--- src/hw/rtl/tshi_pkg.sv ---
// tshi_pkg: shared types and constants for the timed sample history interpolator
// used by tshi_div, timed_sample_history_interpolator_top and tb, no dependencies
`timescale 1ns / 1ps

package tshi_pkg;

  // register indexes on the configuration port
  localparam logic CFG_RING_SIZE = 1'b0;
  localparam logic CFG_INTERVAL  = 1'b1;

  // register reset values
  localparam logic [4:0]  RING_SIZE_RST = 5'd10;
  localparam logic [15:0] INTERVAL_RST  = 16'd50;

  // lookup status codes
  localparam logic [1:0] STAT_INTERP = 2'd0;
  localparam logic [1:0] STAT_SHORT  = 2'd1;
  localparam logic [1:0] STAT_OLD    = 2'd2;

  // field widths
  localparam int unsigned ANG_W  = 32;
  localparam int unsigned TIME_W = 16;
  localparam int unsigned KW     = TIME_W + 1;    // intervals back, n + 1
  localparam int unsigned TW     = 18;            // interpolation offset t
  localparam int unsigned PW     = TW + 1 + ANG_W + 1; // signed product t * (a - b)
  localparam int unsigned DIV_W  = 50;            // magnitude of the product
  localparam int unsigned SUM_W  = DIV_W + 3;     // older sample plus signed quotient

  // divider: two quotient bits per cycle
  localparam int unsigned STEP_W     = 5;
  localparam logic [STEP_W-1:0] STEPS_TIME = STEP_W'(TIME_W / 2);
  localparam logic [STEP_W-1:0] STEPS_PROD = STEP_W'(DIV_W / 2);

  // divider request
  typedef struct packed {
    logic              start;
    logic [STEP_W-1:0] steps;
  } div_req_t;

endpackage

--- src/hw/rtl/tshi_div.sv ---
// tshi_div: iterative unsigned restoring divider, two quotient bits per cycle
// depends on tshi_pkg
`timescale 1ns / 1ps

module tshi_div
  import tshi_pkg::*;
(
  input  logic              clk_i,
  input  logic              rst_ni,
  input  div_req_t          req_i,
  input  logic [DIV_W-1:0]  dividend_i,   // left aligned, top 2*steps bits used
  input  logic [TIME_W-1:0] divisor_i,
  output logic              busy_o,
  output logic [DIV_W-1:0]  quotient_o,
  output logic [TIME_W-1:0] remainder_o
);

  logic              busy_q;
  logic [STEP_W-1:0] cnt_q;
  logic [DIV_W-1:0]  dvd_q, dvd_d;
  logic [DIV_W-1:0]  quo_q, quo_d;
  logic [TIME_W-1:0] rem_q, rem_d;
  logic [TIME_W-1:0] div_q;

  // two restoring steps per cycle
  always_comb begin
    logic [TIME_W:0] trial;
    rem_d = rem_q;
    dvd_d = dvd_q;
    quo_d = quo_q;
    for (int i = 0; i < 2; i++) begin
      trial = {rem_d, dvd_d[DIV_W-1]};
      dvd_d = {dvd_d[DIV_W-2:0], 1'b0};
      if (trial >= {1'b0, div_q}) begin
        rem_d = TIME_W'(trial - {1'b0, div_q});
        quo_d = {quo_d[DIV_W-2:0], 1'b1};
      end else begin
        rem_d = trial[TIME_W-1:0];
        quo_d = {quo_d[DIV_W-2:0], 1'b0};
      end
    end
  end

  // step counter
  always_ff @(posedge clk_i or negedge rst_ni) begin
    if (!rst_ni) begin
      busy_q <= 1'b0;
      cnt_q  <= '0;
    end else if (req_i.start) begin
      busy_q <= 1'b1;
      cnt_q  <= req_i.steps;
    end else if (busy_q) begin
      cnt_q <= cnt_q - STEP_W'(1);
      if (cnt_q == STEP_W'(1)) begin
        busy_q <= 1'b0;
      end
    end
  end

  // datapath registers
  always_ff @(posedge clk_i) begin
    if (req_i.start) begin
      dvd_q <= dividend_i;
      quo_q <= '0;
      rem_q <= '0;
      div_q <= divisor_i;
    end else if (busy_q) begin
      dvd_q <= dvd_d;
      quo_q <= quo_d;
      rem_q <= rem_d;
    end
  end

  assign busy_o      = busy_q;
  assign quotient_o  = quo_q;
  assign remainder_o = rem_q;

endmodule

--- src/hw/rtl/timed_sample_history_interpolator_top.sv ---
// Timed sample history interpolator: a ring of Q16.16 angle samples taken at a fixed
// interval, answered by linear interpolation at a timestamp. A store beat writes the
// ring when accepted and leaves the input ready. A query beat runs one shared divider
// twice (intervals back, then the scaled difference over the interval) around two
// reads of the sample memory and one multiply; a fallback result (history too short
// or too old) skips the multiply and the second division. The input is not ready
// while a query is in work; a finished result waits in the output register.
// depends on tshi_pkg and tshi_div
`timescale 1ns / 1ps

module timed_sample_history_interpolator_top
  import tshi_pkg::*;
#(
  parameter int unsigned RING_DEPTH = 16
) (
  input  logic        clk_i,
  input  logic        rst_ni,
  // configuration write channel
  input  logic        cfg_valid_i,
  output logic        cfg_ready_o,
  input  logic        cfg_index_i,
  input  logic [15:0] cfg_data_i,
  // request stream
  input  logic        s_axis_tvalid,
  output logic        s_axis_tready,
  input  logic [63:0] s_axis_tdata,   // sample_angle[31:0], query_time[47:32], now_time[63:48]
  input  logic        s_axis_tuser,   // req_type[0]
  // result stream
  output logic        m_axis_tvalid,
  input  logic        m_axis_tready,
  output logic [31:0] m_axis_tdata,   // angle_out[31:0]
  output logic [1:0]  m_axis_tuser    // lookup_status[1:0]
);

  localparam int unsigned AW = (RING_DEPTH > 1) ? $clog2(RING_DEPTH) : 1;

  typedef enum logic [7:0] {
    ST_IDLE = 8'b0000_0001,
    ST_DIV1 = 8'b0000_0010,
    ST_RDA  = 8'b0000_0100,
    ST_RDB  = 8'b0000_1000,
    ST_MUL  = 8'b0001_0000,
    ST_LOAD = 8'b0010_0000,
    ST_DIV2 = 8'b0100_0000,
    ST_FIN  = 8'b1000_0000
  } state_e;

  state_e state_q, state_d;

  // configuration registers
  logic [4:0]  ring_size_q;
  logic [15:0] interval_q;

  assign cfg_ready_o = 1'b1;

  always_ff @(posedge clk_i or negedge rst_ni) begin
    if (!rst_ni) begin
      ring_size_q <= RING_SIZE_RST;
      interval_q  <= INTERVAL_RST;
    end else if (cfg_valid_i) begin
      case (cfg_index_i)
        CFG_RING_SIZE: ring_size_q <= cfg_data_i[4:0];
        CFG_INTERVAL:  interval_q  <= cfg_data_i;
        default: ;
      endcase
    end
  end

  // effective size and interval
  logic [15:0]       rs_ext, s_clamp;
  logic [AW:0]       size_eff;
  logic [TIME_W-1:0] iv_eff;

  always_comb begin
    rs_ext = {11'b0, ring_size_q};
    if (rs_ext < 16'd2) begin
      s_clamp = 16'd2;
    end else if (rs_ext > 16'(RING_DEPTH)) begin
      s_clamp = 16'(RING_DEPTH);
    end else begin
      s_clamp = rs_ext;
    end
    size_eff = s_clamp[AW:0];
    iv_eff   = (interval_q == '0) ? 16'd1 : interval_q;
  end

  // input beat fields
  logic              in_query;
  logic [ANG_W-1:0]  in_angle;
  logic [TIME_W-1:0] in_qtime, in_now, in_dist;
  logic              in_acc;

  assign in_query      = s_axis_tuser;
  assign in_angle      = s_axis_tdata[31:0];
  assign in_qtime      = s_axis_tdata[47:32];
  assign in_now        = s_axis_tdata[63:48];
  assign in_dist       = (in_now >= in_qtime) ? in_now - in_qtime : in_qtime - in_now;
  assign s_axis_tready = (state_q == ST_IDLE);
  assign in_acc        = s_axis_tvalid && s_axis_tready;

  // write position and filled flag
  logic [AW-1:0] wpos_q;
  logic          filled_q;

  always_ff @(posedge clk_i or negedge rst_ni) begin
    if (!rst_ni) begin
      wpos_q   <= '0;
      filled_q <= 1'b0;
    end else if (in_acc && !in_query) begin
      if (({1'b0, wpos_q} + (AW+1)'(1)) < size_eff) begin
        wpos_q <= wpos_q + AW'(1);
      end else begin
        wpos_q   <= '0;
        filled_q <= 1'b1;
      end
    end
  end

  // sample memory, registered read
  logic [ANG_W-1:0] ring_mem [RING_DEPTH];
  logic [ANG_W-1:0] rdata_q;
  logic [AW-1:0]    ia_q, ib_q, rd_addr;

  assign rd_addr = (state_q == ST_RDB) ? ib_q : ia_q;

  always_ff @(posedge clk_i) begin
    if (in_acc && !in_query) begin
      ring_mem[wpos_q] <= in_angle;
    end
    rdata_q <= ring_mem[rd_addr];
  end

  // shared divider
  div_req_t          div_req;
  logic [DIV_W-1:0]  div_dvd;
  logic              div_busy;
  logic [DIV_W-1:0]  div_quo;
  logic [TIME_W-1:0] div_rem;

  tshi_div u_div (
    .clk_i      (clk_i),
    .rst_ni     (rst_ni),
    .req_i      (div_req),
    .dividend_i (div_dvd),
    .divisor_i  (iv_eff),
    .busy_o     (div_busy),
    .quotient_o (div_quo),
    .remainder_o(div_rem)
  );

  // query registers
  logic [TIME_W-1:0] qtime_q, now_q, dist_q;
  logic [TW-1:0]     t_q;
  logic              fb_q;
  logic [1:0]        stat_q;
  logic [ANG_W-1:0]  a_q;
  logic [ANG_W-1:0]  b_q;
  logic signed [PW-1:0] prod_q;
  logic              neg_q;
  logic [ANG_W-1:0]  res_q;

  // slot choice once the interval count is known
  logic [KW-1:0]      k_val, p_ext, s_ext, ia_full;
  logic [AW-1:0]      ia_val, ib_val;
  logic               fb_val;
  logic [1:0]         stat_val;
  logic signed [19:0] t_full;

  always_comb begin
    k_val = KW'(div_quo[TIME_W-1:0]) + KW'(1);
    p_ext = KW'(wpos_q);
    s_ext = KW'(size_eff);
    ia_full = (k_val <= p_ext) ? p_ext - k_val : p_ext + s_ext - k_val;
    ia_val  = ia_full[AW-1:0];
    ib_val  = (ia_val == '0) ? AW'(size_eff - (AW+1)'(1)) : ia_val - AW'(1);
    fb_val   = 1'b0;
    stat_val = STAT_INTERP;
    if (k_val < p_ext) begin
      fb_val = 1'b0;
    end else if (k_val < s_ext || k_val == p_ext) begin
      if (!filled_q) begin
        fb_val   = 1'b1;
        stat_val = STAT_SHORT;
        ia_val   = '0;
      end
    end else begin
      fb_val = 1'b1;
      if (filled_q) begin
        stat_val = STAT_OLD;
        ia_val   = wpos_q;
      end else begin
        stat_val = STAT_SHORT;
        ia_val   = '0;
      end
    end
    // t = query - (now - iv * k), with iv * n = dist - remainder
    t_full = $signed({4'b0, qtime_q}) - $signed({4'b0, now_q})
           + $signed({4'b0, TIME_W'(dist_q - div_rem)}) + $signed({4'b0, iv_eff});
  end

  // multiply and final sum
  logic signed [ANG_W:0]  diff;
  logic signed [PW-1:0]   prod;
  logic [PW-1:0]          prod_mag;
  logic signed [SUM_W-1:0] quo_s, sum;
  logic [ANG_W-1:0]       sat_val;

  always_comb begin
    diff     = $signed({rdata_q[ANG_W-1], rdata_q}) - $signed({a_q[ANG_W-1], a_q});
    diff     = -diff;
    prod     = PW'($signed({1'b0, t_q}) * diff);
    prod_mag = prod_q[PW-1] ? PW'(-prod_q) : PW'(prod_q);
    quo_s    = neg_q ? -$signed({3'b0, div_quo}) : $signed({3'b0, div_quo});
    sum      = quo_s + SUM_W'($signed(b_q));
    if (sum > $signed(SUM_W'(32'sh7FFF_FFFF))) begin
      sat_val = 32'h7FFF_FFFF;
    end else if (sum < -$signed(SUM_W'(33'sh0_8000_0000))) begin
      sat_val = 32'h8000_0000;
    end else begin
      sat_val = sum[ANG_W-1:0];
    end
  end

  // divider start
  always_comb begin
    div_req.start = 1'b0;
    div_req.steps = STEPS_TIME;
    div_dvd       = {in_dist, (DIV_W-TIME_W)'(0)};
    if (in_acc && in_query) begin
      div_req.start = 1'b1;
    end else if (state_q == ST_LOAD) begin
      div_req.start = 1'b1;
      div_req.steps = STEPS_PROD;
      div_dvd       = prod_mag[DIV_W-1:0];
    end
  end

  // sequencer
  logic out_free;
  assign out_free = !m_axis_tvalid || m_axis_tready;

  always_comb begin
    state_d = state_q;
    case (state_q)
      ST_IDLE: if (in_acc && in_query) state_d = ST_DIV1;
      ST_DIV1: if (!div_busy) state_d = ST_RDA;
      ST_RDA:  state_d = ST_RDB;
      ST_RDB:  state_d = fb_q ? ST_FIN : ST_MUL;
      ST_MUL:  state_d = ST_LOAD;
      ST_LOAD: state_d = ST_DIV2;
      ST_DIV2: if (!div_busy) state_d = ST_FIN;
      ST_FIN:  if (out_free) state_d = ST_IDLE;
      default: state_d = ST_IDLE;
    endcase
  end

  always_ff @(posedge clk_i or negedge rst_ni) begin
    if (!rst_ni) begin
      state_q <= ST_IDLE;
    end else begin
      state_q <= state_d;
    end
  end

  // query datapath
  always_ff @(posedge clk_i) begin
    if (in_acc && in_query) begin
      qtime_q <= in_qtime;
      now_q   <= in_now;
      dist_q  <= in_dist;
    end
    if (state_q == ST_DIV1 && !div_busy) begin
      ia_q   <= ia_val;
      ib_q   <= ib_val;
      fb_q   <= fb_val;
      stat_q <= stat_val;
      t_q    <= t_full[TW-1:0];
    end
    if (state_q == ST_RDB) begin
      a_q <= rdata_q;
      if (fb_q) begin
        res_q <= rdata_q;
      end
    end
    if (state_q == ST_MUL) begin
      b_q    <= rdata_q;
      prod_q <= prod;
    end
    if (state_q == ST_LOAD) begin
      neg_q <= prod_q[PW-1];
    end
    if (state_q == ST_DIV2 && !div_busy) begin
      res_q <= sat_val;
    end
  end

  // output register
  logic             out_valid_q;
  logic [ANG_W-1:0] out_angle_q;
  logic [1:0]       out_stat_q;

  always_ff @(posedge clk_i or negedge rst_ni) begin
    if (!rst_ni) begin
      out_valid_q <= 1'b0;
    end else if (state_q == ST_FIN && out_free) begin
      out_valid_q <= 1'b1;
    end else if (m_axis_tready) begin
      out_valid_q <= 1'b0;
    end
  end

  always_ff @(posedge clk_i) begin
    if (state_q == ST_FIN && out_free) begin
      out_angle_q <= res_q;
      out_stat_q  <= stat_q;
    end
  end

  assign m_axis_tvalid = out_valid_q;
  assign m_axis_tdata  = out_angle_q;
  assign m_axis_tuser  = out_stat_q;

  // checks
  a_stat_code: assert property (@(posedge clk_i) disable iff (!rst_ni)
    m_axis_tvalid |-> (m_axis_tuser == STAT_INTERP || m_axis_tuser == STAT_SHORT ||
                       m_axis_tuser == STAT_OLD))
    else $error("result beat carries an unknown status");

  a_out_from_fin: assert property (@(posedge clk_i) disable iff (!rst_ni)
    $rose(m_axis_tvalid) |-> $past(state_q == ST_FIN))
    else $error("result beat raised outside the finish step");

  a_query_starts_div: assert property (@(posedge clk_i) disable iff (!rst_ni)
    (in_acc && in_query) |=> (state_q == ST_DIV1 && div_busy))
    else $error("query beat did not start the divider");

endmodule

--- config.mk ---
export PLATFORM = sky130hd
export DESIGN_NAME = timed_sample_history_interpolator_top
export DESIGN_NICKNAME = d
export VERILOG_FILES = /design/src/hw/rtl/tshi_pkg.sv /design/src/hw/rtl/tshi_div.sv /design/src/hw/rtl/timed_sample_history_interpolator_top.sv
export SDC_FILE = /design/constraint.sdc
export NUM_CORES = 2
export LEC_CHECK = 0
export CORE_MARGIN = 2
export CORE_UTILIZATION = 50
export CTS_BUF_LIST = sky130_fd_sc_hd__clkbuf_4 sky130_fd_sc_hd__clkbuf_8
export CTS_CLUSTER_SIZE = 20
export DETAILED_ROUTE_END_ITERATION = 7
export DONT_BUFFER_PORTS = 1
export GPL_ROUTABILITY_DRIVEN = 0
export GPL_TIMING_DRIVEN = 0
export PLACE_DENSITY = 0.76
export SLEW_MARGIN = 10
export SYNTH_ARGS = -nofsm -noshare
export SYNTH_HDL_FRONTEND = slang
export SYNTH_SLANG_ARGS = --single-unit
--- constraint.sdc ---
create_clock -name clk_i -period 10.2 [get_ports clk_i]
set_input_delay 1.53 -clock clk_i [delete_from_list [all_inputs] [get_ports clk_i]]
set_output_delay 1.53 -clock clk_i [all_outputs]
set_load 0.005 [all_outputs]
==> out/metrics.yaml <==
status: "finished, violations left"
violations: "DRC"
die-area_sq_um: 142000
drc: 2
grt_use_total: 0.268
rrSetupSlack_ns: 0.34
ys_seq_area_frac: 0.405
die_x_um: 377
io_pins: 124
clock_path_buffers: 3
synth_warnings: 0
design.final.nets: 7392
viasPerCell: 5.87
synth_edf_count: 837
start_util: 0.505
ctsHtreeMaxLevel: 4
fmax_ghz: 0.101
crit_type: "reg -> reg"
syn_inst: 6152
overflow: 0
worstPathRequired_ns: 10.86
antenna_found_initial: 13
synthFlopType: "edfxtp_1"
start_kind: "flop"
cts_root_buffer: "clkbuf_8"
cpPeakStageDelay_ns: 0.65
maxSlewViolCount: 0
area_growth_pct: 9.66
max_slew_margin: 0.0805
clk_latency_ns: 0.92
grt_pass1_wl_mm: 288
tns_ns: 0
numPortBuffers: 0
clock_sinks: 976
path_clk_slew_ns: 0.08
drv_cap: 0
synth_seq_cells: 976
fin_cells: 8281
ant_nets: 0
critPathMaxFanout: 10
hold_class: "in -> async"
cts_buffers: 158
dpl.hpwl_mm: 144
ys_types: 85
post-route-util: 0.553
drive_gt1_frac: 0.0944
hold_violations: 0
drtPass1Iterations: 8
min_period_over_period: 0.967
routed_wirelength_mm: 189
dpl_worst_slack_ns: -1.25
crit_arrival_ns: 10.52
cts_tree: "built"
final_cell_mix: "inv_1, edfxtp_1, nand2_1"
cp_top_family: "adder cells"
synth_area_sq_um: 69500
fin_ws_ns: 0.338
core_area_sq_um: 138000
path_buf_inv: 7
grt_max_degree: 42
skew_ns: 0.0638
setup_violations: 0
crit_path_top_delay_cell: "fa_1"
row_count: 136
syn_area_per_cell_sq_um: 11.3
min_period_ns: 9.86
worst_slew_pin_slew_ns: 1.37
grt_pass1_vias: 49258
final_common_cell: "inv_1"
routedWlPerCell_um: 22.8
die_h_um: 377
final.fill_count: 11124
synth.net_count: 7193
synth_async_sr_flop_share: 0.0420
critPathCaptureType: "flop"
drt_iter0_markers: 4942
via_count: 48616
placed_cells: 7977
-- synth_stat cells (24+ instances only) --
library cell  instances  area share
ha_1                352       0.063
mux4_2              128       0.041
mux2i_1              83       0.012
dfxtp_1              98       0.028
edfxtp_1            837        0.36
dfrtp_1              35       0.013
nor3_1               62      0.0045
nand2b_1             48      0.0043
o21a_1               29      0.0031
a21o_1               92      0.0099
o211ai_1             26      0.0028
nor2b_1              64      0.0058
o41ai_1              26      0.0033
and2_1              348       0.031
nand4_1              24      0.0022
nor2_1              220       0.012
clkbuf_1            220       0.012
a211oi_1             55      0.0059
mux2_2               28      0.0045
fa_1                602        0.17
or3_1                28      0.0025
a21oi_1             224       0.016
o21bai_1             25      0.0027
xor2_1              107       0.013
a31oi_1              43      0.0039
o31ai_1              30      0.0032
and3_1               30      0.0027
o21ai_0             226       0.016
inv_1               889       0.048
nand2_1             609       0.033
xnor2_1             196       0.025
a22oi_1              38      0.0041
nand3_1              88      0.0063
-- kinds of logic after synthesis --
kind of cell,synth area share
AOI/OAI and AO/OA,0.0845
and+or+nand+nor,0.115
adders and majority gates,0.237
DFF,0.405
buffers and inverters,0.0620
muxes,0.0580
xor gates and xnor gates,0.0384
other,0.0000540
-- timing repair --
action,in CTS,in global routing
pin swaps,1,10
setup endpoints to repair,20,19
hold buffers,0,0
buffers inserted,2,10
gates resized for setup,32,76
-- routing by layer --
layer | track usage | wire [um]
met2 | 0.417 | 85300
met5 | 0 | 64
met3 | 0.0787 | 21400
met4 | 0.126 | 9800
met1 | 0.344 | 72100
-- stage by stage --
step	hold WS (ns)	instance area, sq um
floorplan	0.400	69500
global placement	0.433	71700
detailed placement	0.434	72300
CTS	0.229	75800
global route	0.266	76200
finish	0.308	76200
-- state kept, by name (all words and copies together) (netlist names), 2 cells and up --
signal / count
u_div.div_q: 16
t_q: 18
res_q: 32
state_q: 8
m_axis_tdata: 32
dist_q: 16
now_q: 16
u_div.cnt_q: 5
m_axis_tuser: 2
ia_q: 4
a_q: 32
u_div.remainder_o: 16
u_div.dvd_q: 50
ring_size_q: 5
interval_q: 16
stat_q: 2
ib_q: 4
qtime_q: 16
wpos_q: 4
ring_mem: 512
prod_q: 51
u_div.quotient_o: 50
rdata_q: 32
b_q: 32
-- final cells by class --
type,instances,area [sq um],area share
Clock inverter,75,618,0.00811
Timing Repair Buffer,43,626,0.00821
Tap cell,1794,2240,0.0295
Sequential cell,976,28100,0.369
Multi-Input combinational cell,4034,37600,0.493
Clock buffer,215,2670,0.0351
Buffer,249,988,0.0130
Antenna cell,6,15.0,0.000197
Inverter,889,3350,0.0439
-- worst paths after layout --
path	endpoint	depth (start not counted)	from
min in group clk_i	state_q[4]	1	fb_q
worst max-delay path	prod_q[51]	36	rdata_q[5]
worst min register to register	state_q[4]	1	fb_q
max in group asynchronous	state_q[0]	0	rst_ni
worst max register to register	prod_q[51]	36	rdata_q[5]
worst min-delay path	filled_q	0	rst_ni
Power is not shown: default switching activity piles up to over one toggle a cycle in this logic, so the estimate is an artifact.
